<file path="src/design/bswb_pkg.sv">
// Package for the ballistic step and wall bounce unit.
// Shared widths, command and register codes, sequencer states, payload types
// and the saturation helper. No dependencies.
`timescale 1ns / 1ps

package bswb_pkg;

    localparam int MUL_A_W   = 49;
    localparam int MUL_B_W   = 17;
    localparam int MUL_P_W   = MUL_A_W + MUL_B_W;
    localparam int ACC_W     = 52;
    localparam int CFG_IDX_W = 3;
    localparam int CFG_DAT_W = 32;

    localparam logic [1:0] CMD_LOAD    = 2'd0;
    localparam logic [1:0] CMD_TICK    = 2'd1;
    localparam logic [1:0] CMD_RESOLVE = 2'd2;

    localparam logic [CFG_IDX_W-1:0] REG_GRAVITY_X    = 3'd0;
    localparam logic [CFG_IDX_W-1:0] REG_GRAVITY_Y    = 3'd1;
    localparam logic [CFG_IDX_W-1:0] REG_FIELD_WIDTH  = 3'd2;
    localparam logic [CFG_IDX_W-1:0] REG_FIELD_HEIGHT = 3'd3;
    localparam logic [CFG_IDX_W-1:0] REG_BALL_RADIUS  = 3'd4;
    localparam logic [CFG_IDX_W-1:0] REG_ELASTICITY   = 3'd5;

    localparam logic signed [31:0] RST_GRAVITY_X  = 32'sd0;
    localparam logic signed [31:0] RST_GRAVITY_Y  = -32'sd642908;
    localparam logic [30:0]        RST_FIELD      = 31'd6553600;
    localparam logic [30:0]        RST_RADIUS     = 31'd65536;
    localparam logic [15:0]        RST_ELASTICITY = 16'd32768;

    typedef enum logic [3:0] {
        S_IDLE,
        S_T_GT,
        S_T_GTT,
        S_T_VT,
        S_T_ACC,
        S_T_WR,
        S_R_CMP,
        S_R_MUL,
        S_R_WR,
        S_DONE
    } seq_state_t;

    typedef struct packed {
        logic [1:0]         command;
        logic [15:0]        step_time;
        logic signed [31:0] load_pos_x;
        logic signed [31:0] load_pos_y;
        logic signed [31:0] load_vel_x;
        logic signed [31:0] load_vel_y;
    } in_item_t;

    typedef struct packed {
        logic signed [31:0] pos_x;
        logic signed [31:0] pos_y;
        logic signed [31:0] vel_x;
        logic signed [31:0] vel_y;
        logic               out_of_bounds;
    } out_item_t;

    function automatic logic signed [31:0] sat32(input logic signed [ACC_W-1:0] x);
        logic signed [31:0] r;
        if ((&x[ACC_W-1:31]) || !(|x[ACC_W-1:31])) begin
            r = x[31:0];
        end else if (x[ACC_W-1]) begin
            r = 32'sh8000_0000;
        end else begin
            r = 32'sh7FFF_FFFF;
        end
        return r;
    endfunction

endpackage

</file>
<file path="src/design/bswb_mul.sv">
// Shared signed multiplier of the ballistic step unit, product registered.
// Depends on bswb_pkg for operand and product widths.
`timescale 1ns / 1ps

module bswb_mul (
    input  logic                                 aclk,
    input  logic signed [bswb_pkg::MUL_A_W-1:0]  mul_a,
    input  logic signed [bswb_pkg::MUL_B_W-1:0]  mul_b,
    output logic signed [bswb_pkg::MUL_P_W-1:0]  mul_p
);
    import bswb_pkg::*;

    logic signed [MUL_P_W-1:0] mul_p_reg;

    always_ff @(posedge aclk) begin
        mul_p_reg <= MUL_P_W'(mul_a * mul_b);
    end

    assign mul_p = mul_p_reg;

endmodule
</file>
<file path="config.mk">
export PLATFORM = sky130hd
export DESIGN_NAME = bswb_mul
export DESIGN_NICKNAME = d
export VERILOG_FILES = /design/src/design/bswb_pkg.sv /design/src/design/bswb_mul.sv
export SDC_FILE = /design/constraint.sdc
export NUM_CORES = 2
export LEC_CHECK = 0
export ABC_AREA = 1
export BUFFER_PORTS_ARGS = -buffer_cell sky130_fd_sc_hd__buf_2
export CORE_MARGIN = 1.5
export CORE_UTILIZATION = 53
export CTS_CLUSTER_DIAMETER = 60
export DETAILED_ROUTE_END_ITERATION = 6
export PLACE_DENSITY_LB_ADDON = 0.12
export SYNTH_ARGS = -nofsm -noshare
export SYNTH_HDL_FRONTEND = slang
export SYNTH_SLANG_ARGS = --single-unit
</file>
<file path="constraint.sdc">
create_clock -name aclk -period 6.7 [get_ports aclk]
set_clock_uncertainty 0.2 [all_clocks]
set_input_delay 0.67 -clock aclk [delete_from_list [all_inputs] [get_ports aclk]]
set_output_delay 0.67 -clock aclk [all_outputs]
set_load 0.01 [all_outputs]
</file>
# == Word level (Yosys, flattened, before mapping) ==
# Index checks and enable logic that the tools add are counted.
# word_totals
reg_bits,66
wordCells,2
in_bits,67
# classes
multipliers,1
# ops
cell,n
49-bit by 17-bit multiplier with 66-bit output,1

# == Depth between registers and ports, before layout ==
# logic_depth
depth_word,1
mapped_depth,28
ltp_nobuf,27

# == Worst setup path before layout ==
# OpenSTA, ideal clock, no wires.
# synth_timing
path_type,input -> register
start,in mul_a[48] (netlist name)
end,"reg mul_p_reg[65], in the netlist mul_p[65]"
arrival_ns,5.725
cell_stages,23
slack_ns,0.663
path_buffers,2
setup_ns,0.112
required_time_ns,6.388
cell_sequence,clkbuf_1 clkbuf_1 nand2_1 inv_1 fa_1 fa_1 inv_1 fa_1 fa_1 inv_1 fa_1 fa_1 ha_1 nand2_1 inv_1 a21oi_1 nand2_1 nand2_1 nand2_1 a21oi_1 nand2_1 nand2_1 nand2_1
# synth_between
elab_chain_len,1
# synth_rtl
element,line_no,rtl
"start, declared",bswb_mul.sv:7,"input logic signed [bswb_pkg::MUL_A_W-1:0] mul_a,"
49-bit by 17-bit multiplier with 66-bit output,bswb_mul.sv:16,mul_p_reg <= MUL_P_W'(mul_a * mul_b);
"end signal, assigned",bswb_mul.sv:16,
"end, declared",bswb_mul.sv:13,logic signed [MUL_P_W-1:0] mul_p_reg;
# Every way passes these cells.

# == Worst setup path in the final report ==
# layout_timing
start,in mul_b[8] (netlist name)
end,"reg mul_p_reg[62], in the netlist mul_p[62]"
# layout_between
elab_chain_len,1
# layout_rtl
element,line_no,rtl
"start, declared",bswb_mul.sv:8,"input logic signed [bswb_pkg::MUL_B_W-1:0] mul_b,"
49-bit by 17-bit multiplier with 66-bit output,bswb_mul.sv:16,
# Every way passes these cells.

==> impl_metrics.py <==
metrics = {
    "outcome": {
        "status": "finished, violations left",
        "failed_checks": "design-rule violations",
    },
    "timing": {
        "relSlewSlack_pct": 64.7,
        "finalSetupTns_ns": 0,
        "tightest_slew_ns": 0.529,
        "post-route-period-util_pct": 92.3,
        "fin_crit_ns": 6.18,
        "setup_viol": 0,
        "hold_violations": 0,
        "drv_slew": 0,
        "max_clock_freq_ghz": 0.162,
        "rsz0062_at_grt": "false",
    },
    "clocking": {
        "post_cts_buffers": 0,
        "path_clk_slew_ns": 0.08,
        "cts_hold_buffers": 0,
        "clk_path_buf_depth": 2,
        "cts_tree": "done",
        "cts.repair.resized": 0,
        "cts_root_buffer": "clkbuf_16",
        "htreeDepth": 3,
        "clkSinkCount": 66,
        "numCtsBuffers": 9,
    },
    "yosys": {
        "synth.area.top_cells": "fa_1 (49%), inv_1 (17%), nand2_1 (16%), ha_1 (5.8%), dfxtp_1 (4.1%)",
        "synth_top_area_cell": "fa_1",
        "netlist_instances": 4331,
        "synth_cell_types": 29,
        "yosysSeqAreaShare_pct": 4.14,
        "synth-edff-count": 0,
        "yosys_most_used_dff": "dfxtp_1",
        "netlist_area_um2": 31900,
        "avgSynthCellArea_um2": 7.37,
        "synth_top_cell_area_share_pct": 48.7,
        "synth_fp_nets": 5323,
        "synth-async-reset-ratio_pct": 0,
        "ys_warn_count": 0,
        "yosys_register_bits": 66,
    },
    "floorplanning": {
        "die_height_um": 248,
        "num_rows": 89,
        "ios": 133,
        "core_um2": 59200,
        "start_util_pct": 53.9,
        "die_width_um": 248,
        "die-area_um2": 61700,
    },
    "layout": {
        "num-nets-final": 5419,
        "final_common_cell": "inv_1",
        "drive_gt1_share_pct": 7.60,
        "largest_register_ffs": 66,
        "syn_to_final_growth_pct": 7.79,
        "diodes": 0,
        "layout_common_cells": "inv_1 (1427), nand2_1 (1343), fa_1 (776)",
    },
    "global_routing": {
        "grt_pass1_vias": 27100,
        "grt.overflow.total": 0,
        "grtUsageTotal_pct": 28.5,
        "grt_pass1_wl_um": 138000,
        "antenna_found_initial": 1,
        "grt_max_degree": 50,
    },
    "routing": {
        "vias": 25100,
        "drtPass1Iterations": 7,
        "drt-wirelength-per-cell_um": 15.7,
        "ant_nets": 0,
        "via_per_inst": 4.82,
        "drc_errors": 4,
        "totalWireLength_um": 81800,
        "drt_iter0_drc": 1000,
    },
    "worst_setup_path": {
        "required_ns": 6.74,
        "cp-start-kind": "primary input",
        "critPathKind": "in2reg",
        "arrival_ns": 6.22,
        "crit_fanout": 23,
        "cp-end-kind": "flop",
    },
    "worst_hold_path": {
        "worstHoldPathType": "in2reg",
        "hold_depth": 3,
    },
    "run": {
        "drv_cap": 0,
    },
    "placement": {
        "io_buffers": 132,
        "place_hpwl_um": 70600,
        "place_congestion": 0.938,
    },
}
==> synth_stat cells (11+ instances only) <==
| library cell | instances |
|---|---|
| a21oi_1 | 50 |
| buf_1 | 13 |
| clkbuf_1 | 169 |
| dfxtp_1 | 66 |
| fa_1 | 776 |
| ha_1 | 149 |
| inv_1 | 1427 |
| nand2_1 | 1343 |
| nand2_2 | 12 |
| nand3_1 | 58 |
| nand4_1 | 22 |
| nor2_1 | 115 |
| nor2_2 | 26 |
| nor3_1 | 11 |
| o21bai_1 | 12 |
| xor2_1 | 33 |
==> cell families after synthesis <==
logic type,Yosys count,synth area share (%)
AO/OA/AOI/OAI,72,1.22
AND/OR/NAND/NOR,1618,20.1
XOR/XNOR,38,1.04
adder cells (fa/ha/maj),925,54.5
buffers and inverters,1612,19.0
flip-flops,66,4.14
==> critical path, cell delays in order <==
cell     delay (ns)
buf_2          0.42
buf_12         0.23
nand2_1        0.10
fa_1           0.54
inv_1          0.05
fa_1           0.48
fa_1           0.60
fa_1           0.44
fa_1           0.49
inv_1          0.05
fa_1           0.47
inv_1          0.04
ha_1           0.42
nand2_1        0.19
nor2_1         0.17
nand2_1        0.10
inv_1          0.09
buf_4          0.10
nand2_1        0.08
nor3_1         0.17
nand2_1        0.11
nand3_1        0.09
nand2_1        0.07
==> through the flow <==
| step | worst slack [ns] | instances | hold WS, ns | utilization, % | instance area (um^2) |
|---|---|---|---|---|---|
| after floorplan | 0.663 | 4331 | 0.774 | - | 31900 |
| final | 0.519 | 5205 | 0.538 | 58.1 | 34400 |
| after global placement | 0.195 | 5189 | 0.865 | 57.6 | 34100 |
| after detailed placement | 0.183 | 5189 | 0.864 | 57.6 | 34100 |
| after global routing | 0.194 | 5205 | 0.566 | 58.1 | 34400 |
| after CTS | 0.523 | 5205 | 0.538 | 58.1 | 34400 |
==> final cells by class <==
type                    count  area (um^2)
clock buffers               9          225
well taps                 773          967
multi-input cells        2653        24500
inverters                1429         5360
clock inverters             7         61.3
flip-flops and latches     66         1320
repair buffers            268         1920
fillers                  5714        24900
==> path summary, 6_finish.rpt <==
kind      from                end
max   mul_b[8]  mul_p[62]$_DFF_P_
min   mul_a[0]   mul_p[0]$_DFF_P_
==> routing by layer <==
metal / part of all wire, % / vias up / GRT usage, %
li1: - / 12000 / -
met1: 41 / 12400 / 35.6
met2: 51 / 527 / 51.7
met3: 4.0 / 130 / 2.87
met4: 3.4 / 2 / 8.95
met5: 0.016 / - / 0
Power is left out: the tool's default activity adds up to more than one toggle a clock period on the data nets, which glitch-free logic cannot reach.
